### src/design/ffha_pkg.sv
// ----------------------------------------------------------------------------
// First-fit heap allocator package
// Shared sizes, the chunk table entry layout, status codes and the command
// and status structs that join the controller to the datapath.
// ----------------------------------------------------------------------------
package ffha_pkg;

    localparam int MAX_CHUNKS   = 64;
    localparam int PAGE_SHIFT   = 12;
    localparam int PAGE_BYTES   = 1 << PAGE_SHIFT;
    localparam int HEADER_BYTES = 16;

    localparam int IDX_W    = $clog2(MAX_CHUNKS);
    localparam int CNT_W    = $clog2(MAX_CHUNKS + 1);
    localparam int ADDR_W   = 32;
    localparam int LEN_W    = 25;
    localparam int REQ_W    = 24;
    localparam int PAGES_W  = 13;
    localparam int STATUS_W = 2;

    localparam logic [STATUS_W-1:0] STATUS_OK      = 2'd0;
    localparam logic [STATUS_W-1:0] STATUS_FULL    = 2'd1;
    localparam logic [STATUS_W-1:0] STATUS_UNKNOWN = 2'd2;

    localparam logic CMD_FREE = 1'b1;

    typedef struct packed {
        logic [ADDR_W-1:0] start;
        logic [LEN_W-1:0]  len;
        logic              used;
    } t_entry;

    localparam int ENTRY_W = $bits(t_entry);

    // Source of the word written into the chunk table.
    typedef enum logic [2:0] {
        WS_COPY,
        WS_SPLIT_NEW,
        WS_ALLOC_CUR,
        WS_APPEND,
        WS_MERGED
    } t_wsel;

    // How the datapath closes out an item.
    typedef enum logic [2:0] {
        FIN_ALLOC_HIT,
        FIN_APPEND,
        FIN_UNKNOWN,
        FIN_FREE,
        FIN_RELEASE
    } t_fin;

    // Datapath step for the current cycle.
    typedef enum logic [3:0] {
        DP_NONE,
        DP_LOAD,
        DP_SCAN,
        DP_M1,
        DP_M2,
        DP_M3,
        DP_M4,
        DP_EVAL1,
        DP_EVAL2,
        DP_REL
    } t_dp_op;

    typedef struct packed {
        t_dp_op           op;
        logic             rd_en;
        logic [IDX_W-1:0] rd_addr;
        logic             wr_en;
        logic [IDX_W-1:0] wr_addr;
        t_wsel            wr_sel;
        logic             finish;
        t_fin             fin;
        logic             has_next;
        logic             has_prev;
        logic             table_empty;
        logic             table_full;
    } t_dp_cmd;

    typedef struct packed {
        logic is_free;
        logic hit;
        logic split;
        logic append_ok;
        logic merge_next;
        logic merge_prev;
    } t_dp_stat;

endpackage

### src/design/ffha_ctrl.sv
// ----------------------------------------------------------------------------
// Heap allocator controller
// Walks the chunk table, sequences splits, appends, merges and table shifts,
// and keeps the chunk count.
// ----------------------------------------------------------------------------
module ffha_ctrl (
    input  logic                i_clk,
    input  logic                i_rst_n,
    input  logic                i_start,
    input  logic                i_cfg_we,
    input  ffha_pkg::t_dp_stat  i_stat,
    output ffha_pkg::t_dp_cmd   o_ctl,
    output logic                o_busy,
    output logic                o_done
);

    localparam int CW = ffha_pkg::CNT_W;
    localparam int IW = ffha_pkg::IDX_W;

    typedef enum logic [4:0] {
        S_IDLE,
        S_EMPTY,
        S_SCAN,
        S_AL_HIT,
        S_AL_SHUP,
        S_AL_WNEW,
        S_AL_WCUR,
        S_AL_M1,
        S_AL_M2,
        S_AL_M3,
        S_AL_M4,
        S_AL_M5,
        S_FR_EVAL1,
        S_FR_EVAL2,
        S_FR_ACT,
        S_FR_REL,
        S_FR_FIN,
        S_SHDN
    } t_state;

    t_state        r_state, n_state;
    logic [CW-1:0] r_count, n_count;
    logic [CW-1:0] r_k, n_k;
    logic [CW-1:0] r_idx, n_idx;
    logic [CW-1:0] r_lim, n_lim;
    logic [1:0]    r_d, n_d;
    logic          r_done, n_done;

    logic [CW-1:0] w_k_inc;
    logic [CW-1:0] w_idx_inc;
    logic [CW-1:0] w_last;
    logic [1:0]    w_d;
    logic [CW-1:0] w_cnew;
    logic [CW-1:0] w_j;
    logic [CW-1:0] w_src;

    assign w_k_inc   = r_k + CW'(1);
    assign w_idx_inc = r_idx + CW'(1);
    assign w_last    = r_count - CW'(1);
    assign w_d       = {1'b0, i_stat.merge_next} + {1'b0, i_stat.merge_prev};
    assign w_cnew    = r_count - CW'(w_d);
    assign w_j       = r_idx - CW'(i_stat.merge_prev);
    assign w_src     = w_idx_inc + CW'(i_stat.merge_next);

    always_comb begin
        n_state = r_state;
        n_count = r_count;
        n_k     = r_k;
        n_idx   = r_idx;
        n_lim   = r_lim;
        n_d     = r_d;
        n_done  = 1'b0;

        o_ctl.op          = ffha_pkg::DP_NONE;
        o_ctl.rd_en       = 1'b0;
        o_ctl.rd_addr     = '0;
        o_ctl.wr_en       = 1'b0;
        o_ctl.wr_addr     = '0;
        o_ctl.wr_sel      = ffha_pkg::WS_COPY;
        o_ctl.finish      = 1'b0;
        o_ctl.fin         = ffha_pkg::FIN_FREE;
        o_ctl.has_next    = w_idx_inc < r_count;
        o_ctl.has_prev    = r_idx != '0;
        o_ctl.table_empty = r_count == '0;
        o_ctl.table_full  = r_count == CW'(ffha_pkg::MAX_CHUNKS);

        case (r_state)
            S_IDLE: begin
                if (i_cfg_we) begin
                    n_count = '0;
                end else if (i_start) begin
                    o_ctl.op = ffha_pkg::DP_LOAD;
                    if (r_count == '0) begin
                        n_state = S_EMPTY;
                    end else begin
                        o_ctl.rd_en   = 1'b1;
                        o_ctl.rd_addr = '0;
                        n_k           = '0;
                        n_state       = S_SCAN;
                    end
                end
            end
            S_EMPTY: begin
                if (i_stat.is_free) begin
                    o_ctl.finish = 1'b1;
                    o_ctl.fin    = ffha_pkg::FIN_UNKNOWN;
                    n_done       = 1'b1;
                    n_state      = S_IDLE;
                end else begin
                    n_state = S_AL_M1;
                end
            end
            S_SCAN: begin
                // The next entry, if any, is fetched every cycle; on a free hit it is
                // the right-hand neighbor needed for merging.
                o_ctl.op      = ffha_pkg::DP_SCAN;
                o_ctl.rd_en   = w_k_inc < r_count;
                o_ctl.rd_addr = w_k_inc[IW-1:0];
                if (i_stat.hit) begin
                    n_idx   = r_k;
                    n_state = i_stat.is_free ? S_FR_EVAL1 : S_AL_HIT;
                end else if (w_k_inc < r_count) begin
                    n_k = w_k_inc;
                end else if (i_stat.is_free) begin
                    o_ctl.finish = 1'b1;
                    o_ctl.fin    = ffha_pkg::FIN_UNKNOWN;
                    n_done       = 1'b1;
                    n_state      = S_IDLE;
                end else begin
                    n_state = S_AL_M1;
                end
            end
            S_AL_HIT: begin
                if (i_stat.split) begin
                    if (w_last > r_idx) begin
                        o_ctl.rd_en   = 1'b1;
                        o_ctl.rd_addr = w_last[IW-1:0];
                        n_k           = w_last;
                        n_state       = S_AL_SHUP;
                    end else begin
                        n_state = S_AL_WNEW;
                    end
                end else begin
                    o_ctl.wr_en   = 1'b1;
                    o_ctl.wr_addr = r_idx[IW-1:0];
                    o_ctl.wr_sel  = ffha_pkg::WS_ALLOC_CUR;
                    o_ctl.finish  = 1'b1;
                    o_ctl.fin     = ffha_pkg::FIN_ALLOC_HIT;
                    n_done        = 1'b1;
                    n_state       = S_IDLE;
                end
            end
            S_AL_SHUP: begin
                o_ctl.wr_en   = 1'b1;
                o_ctl.wr_addr = w_k_inc[IW-1:0];
                o_ctl.wr_sel  = ffha_pkg::WS_COPY;
                if (r_k > w_idx_inc) begin
                    o_ctl.rd_en   = 1'b1;
                    o_ctl.rd_addr = IW'(r_k - CW'(1));
                    n_k           = r_k - CW'(1);
                end else begin
                    n_state = S_AL_WNEW;
                end
            end
            S_AL_WNEW: begin
                o_ctl.wr_en   = 1'b1;
                o_ctl.wr_addr = w_idx_inc[IW-1:0];
                o_ctl.wr_sel  = ffha_pkg::WS_SPLIT_NEW;
                n_state       = S_AL_WCUR;
            end
            S_AL_WCUR: begin
                o_ctl.wr_en   = 1'b1;
                o_ctl.wr_addr = r_idx[IW-1:0];
                o_ctl.wr_sel  = ffha_pkg::WS_ALLOC_CUR;
                o_ctl.finish  = 1'b1;
                o_ctl.fin     = ffha_pkg::FIN_ALLOC_HIT;
                n_count       = r_count + CW'(1);
                n_done        = 1'b1;
                n_state       = S_IDLE;
            end
            S_AL_M1: begin
                o_ctl.op = ffha_pkg::DP_M1;
                n_state  = S_AL_M2;
            end
            S_AL_M2: begin
                o_ctl.op = ffha_pkg::DP_M2;
                n_state  = S_AL_M3;
            end
            S_AL_M3: begin
                o_ctl.op = ffha_pkg::DP_M3;
                n_state  = S_AL_M4;
            end
            S_AL_M4: begin
                o_ctl.op = ffha_pkg::DP_M4;
                n_state  = S_AL_M5;
            end
            S_AL_M5: begin
                o_ctl.wr_en   = 1'b1;
                o_ctl.wr_addr = r_count[IW-1:0];
                o_ctl.wr_sel  = ffha_pkg::WS_APPEND;
                o_ctl.finish  = 1'b1;
                o_ctl.fin     = ffha_pkg::FIN_APPEND;
                if (i_stat.append_ok) begin
                    n_count = r_count + CW'(1);
                end
                n_done  = 1'b1;
                n_state = S_IDLE;
            end
            S_FR_EVAL1: begin
                o_ctl.op = ffha_pkg::DP_EVAL1;
                n_state  = S_FR_EVAL2;
            end
            S_FR_EVAL2: begin
                o_ctl.op = ffha_pkg::DP_EVAL2;
                n_state  = S_FR_ACT;
            end
            S_FR_ACT: begin
                if ((w_j + CW'(1)) == w_cnew) begin
                    // The freed chunk ends the heap: drop it.
                    n_count = w_j;
                    n_state = S_FR_REL;
                end else begin
                    o_ctl.wr_en   = 1'b1;
                    o_ctl.wr_addr = w_j[IW-1:0];
                    o_ctl.wr_sel  = ffha_pkg::WS_MERGED;
                    n_count       = w_cnew;
                    if (w_d != 2'd0) begin
                        o_ctl.rd_en   = 1'b1;
                        o_ctl.rd_addr = w_src[IW-1:0];
                        n_k           = w_src;
                        n_lim         = r_count;
                        n_d           = w_d;
                        n_state       = S_SHDN;
                    end else begin
                        o_ctl.finish = 1'b1;
                        o_ctl.fin    = ffha_pkg::FIN_FREE;
                        n_done       = 1'b1;
                        n_state      = S_IDLE;
                    end
                end
            end
            S_SHDN: begin
                o_ctl.wr_en   = 1'b1;
                o_ctl.wr_addr = IW'(r_k - CW'(r_d));
                o_ctl.wr_sel  = ffha_pkg::WS_COPY;
                if (w_k_inc < r_lim) begin
                    o_ctl.rd_en   = 1'b1;
                    o_ctl.rd_addr = w_k_inc[IW-1:0];
                    n_k           = w_k_inc;
                end else begin
                    o_ctl.finish = 1'b1;
                    o_ctl.fin    = ffha_pkg::FIN_FREE;
                    n_done       = 1'b1;
                    n_state      = S_IDLE;
                end
            end
            S_FR_REL: begin
                o_ctl.op = ffha_pkg::DP_REL;
                n_state  = S_FR_FIN;
            end
            S_FR_FIN: begin
                o_ctl.finish = 1'b1;
                o_ctl.fin    = ffha_pkg::FIN_RELEASE;
                n_done       = 1'b1;
                n_state      = S_IDLE;
            end
            default: begin
                n_state = S_IDLE;
            end
        endcase
    end

    always_ff @(posedge i_clk) begin
        if (!i_rst_n) begin
            r_state <= S_IDLE;
            r_count <= '0;
            r_k     <= '0;
            r_idx   <= '0;
            r_lim   <= '0;
            r_d     <= '0;
            r_done  <= 1'b0;
        end else begin
            r_state <= n_state;
            r_count <= n_count;
            r_k     <= n_k;
            r_idx   <= n_idx;
            r_lim   <= n_lim;
            r_d     <= n_d;
            r_done  <= n_done;
        end
    end

    assign o_busy = r_state != S_IDLE;
    assign o_done = r_done;

endmodule

### config.mk
export PLATFORM = sky130hd
export DESIGN_NAME = ffha_ctrl
export DESIGN_NICKNAME = d
export VERILOG_FILES = /design/src/design/ffha_pkg.sv /design/src/design/ffha_ctrl.sv
export SDC_FILE = /design/constraint.sdc
export NUM_CORES = 1
export LEC_CHECK = 0
export BUFFER_PORTS_ARGS = -buffer_cell sky130_fd_sc_hd__buf_4
export CELL_PAD_IN_SITES_DETAIL_PLACEMENT = 0
export CELL_PAD_IN_SITES_GLOBAL_PLACEMENT = 1
export CORE_MARGIN = 2
export CORE_UTILIZATION = 45
export CTS_CLUSTER_DIAMETER = 100
export DETAILED_ROUTE_END_ITERATION = 16
export PLACE_DENSITY_LB_ADDON = 0.1
export SLEW_MARGIN = 25
export SYNTH_ARGS = -nofsm -noshare
export SYNTH_HDL_FRONTEND = slang
export SYNTH_SLANG_ARGS = --single-unit
### constraint.sdc
create_clock -name i_clk -period 5.25 [get_ports i_clk]
set_input_delay 0.2625 -clock i_clk [delete_from_list [all_inputs] [get_ports i_clk]]
set_output_delay 0.2625 -clock i_clk [all_outputs]
set_load 0.1 [all_outputs]
==> results_dict.tcl, run 1 <==
set metrics [dict create \
    number_of_global_route_vias_before_repair 5160 \
    synth_cells 684 \
    antenna_violations_before_repair 0 \
    vias 5399 \
    die-area_um2 11900 \
    pin_count_of_the_biggest_net_entering_global_routing 34 \
    syn-cell-area_um2 4970 \
    worst_skew_pair.late_latency_ns 0.33 \
    irDropWorstVdd_uv 186 \
    cts-buffers-inserted 5 \
    synth-edff-count 0 \
    ctsResizeCount 0 \
    synth_flop_cell "sky130_fd_sc_hd__dfxtp_1" \
    drcViolationCount 0 \
    wire_per_inst_um 22.3 \
    crit_path_start_kind "flip-flop" \
    worst_min_path_class "in -> reg" \
    design.portCount 41 \
    netlist_top_cells_area "sky130_fd_sc_hd__dfxtp_1, sky130_fd_sc_hd__ha_1, sky130_fd_sc_hd__xnor2_1" \
    worst-slew-pin-transition_ns 0.928 \
    layout_commonest_cell "sky130_fd_sc_hd__nand2_1" \
    finalSetupTns_ns 0 \
    critPathRequiredTime_ns 4.99 \
    arrival_ns 4.36 \
    final.period_utilization_pct 88.0 \
    postSynthNetCount 749 \
    timing.final.ws_setup_ns 0.632 \
    period_minus_slack_ns 4.62 \
    postCtsSetupBuffers 0 \
    synth-seq-cells 36 \
    antenna_cells 0 \
    async_reset_ff_share_pct 0 \
    fmax_mhz 217 \
    most-common-layout-cells "sky130_fd_sc_hd__nand2_1, sky130_fd_sc_hd__ha_1, sky130_fd_sc_hd__nor2_1" \
    floorplan.die.width_um 109 \
    postCtsHoldBufs 0 \
    critPathCaptureType "primary output" \
    drt-initial-drc-count 507 \
    detail_route.vias_per_cell 6.46 \
    final-setup-viol-count 0 \
    coreArea_um2 10800 \
    post_synth_top_area_share_pct 14.5 \
    grt_setup_unrepaired "no" \
    fin_skew_ns 0.0104 \
    yosysTopAreaCell "sky130_fd_sc_hd__dfxtp_1" \
    critPathKind "reg -> out" \
    synth_cell_types 71 \
    placed_cells_incl_taps 828 \
    post-place-ws_ns 1.04 \
    clk_transition_reported_paths_ns 0.09 \
    floorplan.initialDensity_pct 46.1 \
    detail_route.wirelength_um 18600 \
    clk_root_buffer_cell "sky130_fd_sc_hd__clkbuf_8" \
    cts_tree "done" \
    power.leakage_nw 2.22 \
    grt.total_usage_pct 32.0 \
    drtAntennaViolNets 0 \
    run_status "finished, final reports clean" \
    dr.pass1.iters 5 \
    area_growth_syn_to_layout_pct 10.0 \
    ctsLongestPathBuffers 2 \
    timing_hold_violations_final 0 \
    avgSynthCellArea_um2 7.27 \
    instances_no_fill 836 \
    port_buffers 40 \
    slew_viol_final 0 \
    worstPathMaxFanout 10 \
    fp-row-count 38 \
    max_cap_violations 0 \
    timing.max_slew.rel_slack_pct 38.1 \
    gp_routability_congestion 1.01 \
    htreeDepth 2 \
    power_per_cell_area_nw_per_um2 238 \
    drive_gt1_share_pct 10.2 \
    dp_hpwl_um 14400 \
    yosysWarningCount 0 \
    dieHeight_um 109 \
    cts_sinks 36 \
    grt_pass1_wl_um 28600 \
    global_route.overflow_total 0 \
    share_of_the_yosys_chip_area_belonging_to_registers_pct 14.5 \
    nets 760 \
]
## cells in the mapped netlist (3+ instances only)
cell                        number
sky130_fd_sc_hd__a2111oi_0       3
sky130_fd_sc_hd__a211o_1         7
sky130_fd_sc_hd__a211oi_1        9
sky130_fd_sc_hd__a21o_1          7
sky130_fd_sc_hd__a21oi_1        42
sky130_fd_sc_hd__a221o_1         3
sky130_fd_sc_hd__a221oi_1        8
sky130_fd_sc_hd__a222oi_1        4
sky130_fd_sc_hd__a22oi_1         8
sky130_fd_sc_hd__a311oi_1        5
sky130_fd_sc_hd__a31oi_1         9
sky130_fd_sc_hd__and3_1         16
sky130_fd_sc_hd__buf_1           3
sky130_fd_sc_hd__clkbuf_1       33
sky130_fd_sc_hd__dfxtp_1        36
sky130_fd_sc_hd__ha_1           53
sky130_fd_sc_hd__inv_1          48
sky130_fd_sc_hd__mux2_2          3
sky130_fd_sc_hd__mux2i_1        17
sky130_fd_sc_hd__nand2_1        65
sky130_fd_sc_hd__nand2b_1       16
sky130_fd_sc_hd__nand3_1        27
sky130_fd_sc_hd__nand3b_1        3
sky130_fd_sc_hd__nor2_1         51
sky130_fd_sc_hd__nor2b_1        10
sky130_fd_sc_hd__nor3_1         18
sky130_fd_sc_hd__nor3b_1         6
sky130_fd_sc_hd__nor4_1          7
sky130_fd_sc_hd__o211ai_1        7
sky130_fd_sc_hd__o21a_1          7
sky130_fd_sc_hd__o21ai_0        38
sky130_fd_sc_hd__o21bai_1        3
sky130_fd_sc_hd__o221ai_1        4
sky130_fd_sc_hd__o22ai_1         8
sky130_fd_sc_hd__o311a_1         3
sky130_fd_sc_hd__o31ai_1         4
sky130_fd_sc_hd__or2_2           3
sky130_fd_sc_hd__or3_1           4
sky130_fd_sc_hd__xnor2_1        28
sky130_fd_sc_hd__xor2_1         15
## worst max-delay path, cell delays in order, from the launching register on
cell and delay, ns:
sky130_fd_sc_hd__dfxtp_1 0.58, sky130_fd_sc_hd__inv_1 0.30, sky130_fd_sc_hd__ha_1 0.31, sky130_fd_sc_hd__fa_1 0.47
sky130_fd_sc_hd__nor3b_1 0.19, sky130_fd_sc_hd__xnor2_1 0.28, sky130_fd_sc_hd__xor2_1 0.13, sky130_fd_sc_hd__and3_1 0.25
sky130_fd_sc_hd__o221a_2 0.28, sky130_fd_sc_hd__nand2_1 0.23, sky130_fd_sc_hd__nand2_1 0.26, sky130_fd_sc_hd__o211ai_1 0.37
sky130_fd_sc_hd__buf_4 0.35
## power by group
| group | switching [mW] | total [mW] | leakage (nW) | internal, mW |
|---|---|---|---|---|
| combinational | 0.397 | 0.610 | 1.85 | 0.213 |
| sequential | 0.0389 | 0.325 | 0.291 | 0.286 |
| clock | 0.129 | 0.367 | 0.0784 | 0.238 |
## path summary, 6_finish.rpt
check | endpoint | cells past startpoint | start | slack, ns
setup / recovery | o_ctl[11] | 12 | r_count[0] | 0.63
hold reg to reg | r_lim[5] | 2 | r_lim[5] | 0.46
hold / removal | r_state[4] | 2 | i_rst_n | 0.36
setup reg to reg | r_state[1] | 11 | r_count[0] | 1.37
## layout make-up
type / instances / area [um2]
clock inverters: 3 / 90.1
multi-input cells: 557 / 3890
clock buffers: 5 / 68.8
fillers: 1063 / 5320
flip-flops and latches: 36 / 721
repair buffers: 45 / 338
inverters: 50 / 188
well taps: 140 / 175
## stage by stage
step                hold WS [ns]  utilization [%]  instance area, um2  total power [mW]
floorplan                  0.432                -                4970             0.784
global placement           0.443             49.2                5320             0.923
detailed placement         0.452             49.2                5320             0.926
CTS                        0.354             50.7                5470              1.29
global route               0.378             50.7                5470              1.37
finish                     0.364             50.7                5470              1.30
## layer usage
layer	up-vias	GRT usage, %	share of wire (%)
met4	0	14.2	3.7
li1	2523	-	-
met5	-	0	0
met3	54	7.23	8.8
met2	269	50.0	46
met1	2553	41.9	42
## logic make-up (layout without fill, tap and decap cells)
logic type      count (synthesis)  count (layout)  share of synthesized area [%]
compound gates                199             199                           27.9
xor+xnor                       44              44                           8.02
fa+ha+maj                      55              55                           14.1
buf+inv                        91             103                           7.24
flops                          36              36                           14.5
mux                            20              20                           4.10
simple gates                  239             239                           24.1
## flip-flops by register name, indices dropped and copies added, names as in the netlist
register  flops
r_lim         7
o_done        1
r_k           7
r_idx         7
r_d           2
r_count       7
r_state       5
Power figures use the tool's default switching activity.
==> run 2, diff against run 1 <==
Clock period 5.25 ns to 5.21 ns, I/O delays scaled along.
==> run 2 against run 1 <==
Net effect: via count increased by 0.78%; largest power group unchanged; wire length shrank 0.99%; design area shrank 0.87%; sequential cell count unchanged; critical endpoint unchanged; sequential power hardly changed; utilization fell by 0.44 points.
==> results_dict.tcl, run 2 (synthesis results as in run 1) <==
set metrics [dict create \
    timing.max_slew.rel_slack_pct 38.1 \
    drive_gt1_share_pct 10.2 \
    pin_count_of_the_biggest_net_entering_global_routing 34 \
    nets 760 \
    setup.reg_to_reg.worst_slack_ns 1.32 \
    design_area_um2 5430 \
    fp-row-count 38 \
    cts-buffers-inserted 5 \
    timing_hold_violations_final 0 \
    detail_route.wirelength_um 18400 \
    area_growth_syn_to_layout_pct 9.08 \
    crit_path_start_kind "flip-flop" \
    critPathKind "reg -> out" \
    multiInputGateArea_um2 3890 \
    design.portCount 41 \
    final-setup-viol-count 0 \
    worst-slew-pin-transition_ns 0.927 \
    run_status "finished, final reports clean" \
    dp_hpwl_um 14200 \
    worst_skew_pair.late_latency_ns 0.31 \
    grt_setup_unrepaired "no" \
    timing.final.ws_setup_ns 0.679 \
    dr.pass1.iters 6 \
    seqCellArea_um2 721 \
    worst-r2r-cell-count 13 \
    fmax_mhz 221 \
    layout_commonest_cell "sky130_fd_sc_hd__nand2_1" \
    clk_transition_reported_paths_ns 0.09 \
    critPathCaptureType "primary output" \
    htreeDepth 2 \
    global_route.overflow_total 0 \
    worstReg2RegEnd "r_k[4]" \
    reg2reg_from "r_idx[3]" \
    instances_no_fill 836 \
    ctsResizeCount 0 \
    coreArea_um2 10800 \
    vias 5441 \
    gp_routability_congestion 0.978 \
    ctsLongestPathBuffers 2 \
    worst_setup_sp "r_count[0]" \
    irDropWorstVdd_uv 154 \
    placed_cells_incl_taps 828 \
    postCtsSetupBuffers 0 \
    worstPathMaxFanout 10 \
    slew_viol_final 0 \
    post-place-ws_ns 1.04 \
    most-common-layout-cells "sky130_fd_sc_hd__nand2_1, sky130_fd_sc_hd__ha_1, sky130_fd_sc_hd__nor2_1" \
    cts_tree "done" \
    number_of_global_route_vias_before_repair 5071 \
    power.leakage_nw 2.20 \
    floorplan.die.width_um 109 \
    clk_root_buffer_cell "sky130_fd_sc_hd__clkbuf_8" \
    period_minus_slack_ns 4.53 \
    worst_min_path_class "in -> reg" \
    die-area_um2 11900 \
    floorplan.initialDensity_pct 46.1 \
    drt-initial-drc-count 588 \
    final.period_utilization_pct 87.0 \
    whs_endpoint "r_state[1]" \
    whs_path_depth 3 \
    max_cap_violations 0 \
    power_per_cell_area_nw_per_um2 224 \
    drcViolationCount 0 \
    wire_per_inst_um 22.1 \
    drtAntennaViolNets 0 \
    worst_hold_startpoint "i_stat[4]" \
    critPathRequiredTime_ns 4.95 \
    arrival_ns 4.27 \
    detail_route.vias_per_cell 6.51 \
    antenna_violations_before_repair 0 \
    fin_skew_ns 0.00619 \
    grt_pass1_wl_um 28500 \
    antenna_cells 0 \
    cts_sinks 36 \
    postCtsHoldBufs 0 \
    place_area_um2 5320 \
    finalSetupTns_ns 0 \
    dieHeight_um 109 \
    layout.filler_cells 1111 \
    port_buffers 40 \
    grt.total_usage_pct 31.5 \
]
run 2: changes by cell type in the layout (fill, tap and decap cells not counted):
cell                         delta
sky130_fd_sc_hd__clkinv_2       +1
sky130_fd_sc_hd__clkinvlp_4     +1
sky130_fd_sc_hd__bufinv_16      -2
run 2: final cells by class:
class / count / area share (%)
Inverter: 50 / 3.46
Tap cell: 140 / 3.23
Timing Repair Buffer: 45 / 6.23
Clock buffer: 5 / 1.27
Sequential cell: 36 / 13.3
Clock inverter: 3 / 0.784
Multi-Input combinational cell: 557 / 71.8
run 2: power breakdown:
| part | internal (mW) | switching, mW |
|---|---|---|
| clock | 0.142 | 0.128 |
| sequential | 0.288 | 0.0402 |
| combinational | 0.216 | 0.401 |
run 2: worst max path at each step:
stage,slack (ns),end
finish,0.68,o_ctl[11]
global placement,1.10,o_ctl[11]
floorplan,0.08,o_ctl[22]
CTS,0.68,o_ctl[11]
global route,0.35,o_ctl[11]
detailed placement,1.04,o_ctl[11]
run 2: metrics by stage:
step                      power [mW]  util [%]  hold slack [ns]
after floorplan                0.791         -            0.432
after global placement         0.930      49.2            0.444
after detailed placement       0.931      49.2            0.449
after CTS                       1.20      50.3            0.363
after global routing            1.28      50.3            0.374
final                           1.22      50.3            0.377
run 2: critical path, cell delays in order, from the launching register on:
cell and delay, ns:
sky130_fd_sc_hd__dfxtp_1 0.57, sky130_fd_sc_hd__inv_1 0.27, sky130_fd_sc_hd__ha_1 0.30, sky130_fd_sc_hd__fa_1 0.46, sky130_fd_sc_hd__nor3b_1 0.19, sky130_fd_sc_hd__xnor2_1 0.29, sky130_fd_sc_hd__xor2_1 0.13, sky130_fd_sc_hd__and3_1 0.25
sky130_fd_sc_hd__o221a_2 0.28, sky130_fd_sc_hd__nand2_1 0.22, sky130_fd_sc_hd__nand2_1 0.28, sky130_fd_sc_hd__o211ai_1 0.37, sky130_fd_sc_hd__buf_4 0.35
run 2: per-layer routing:
| metal | vias up | GRT usage (%) | share of wire, % |
|---|---|---|---|
| li1 | 2538 | - | - |
| met1 | 2556 | 43.0 | 42 |
| met2 | 293 | 50.5 | 46 |
| met3 | 54 | 3.95 | 8.5 |
| met4 | 0 | 11.3 | 3.3 |
| met5 | - | 0 | 0 |
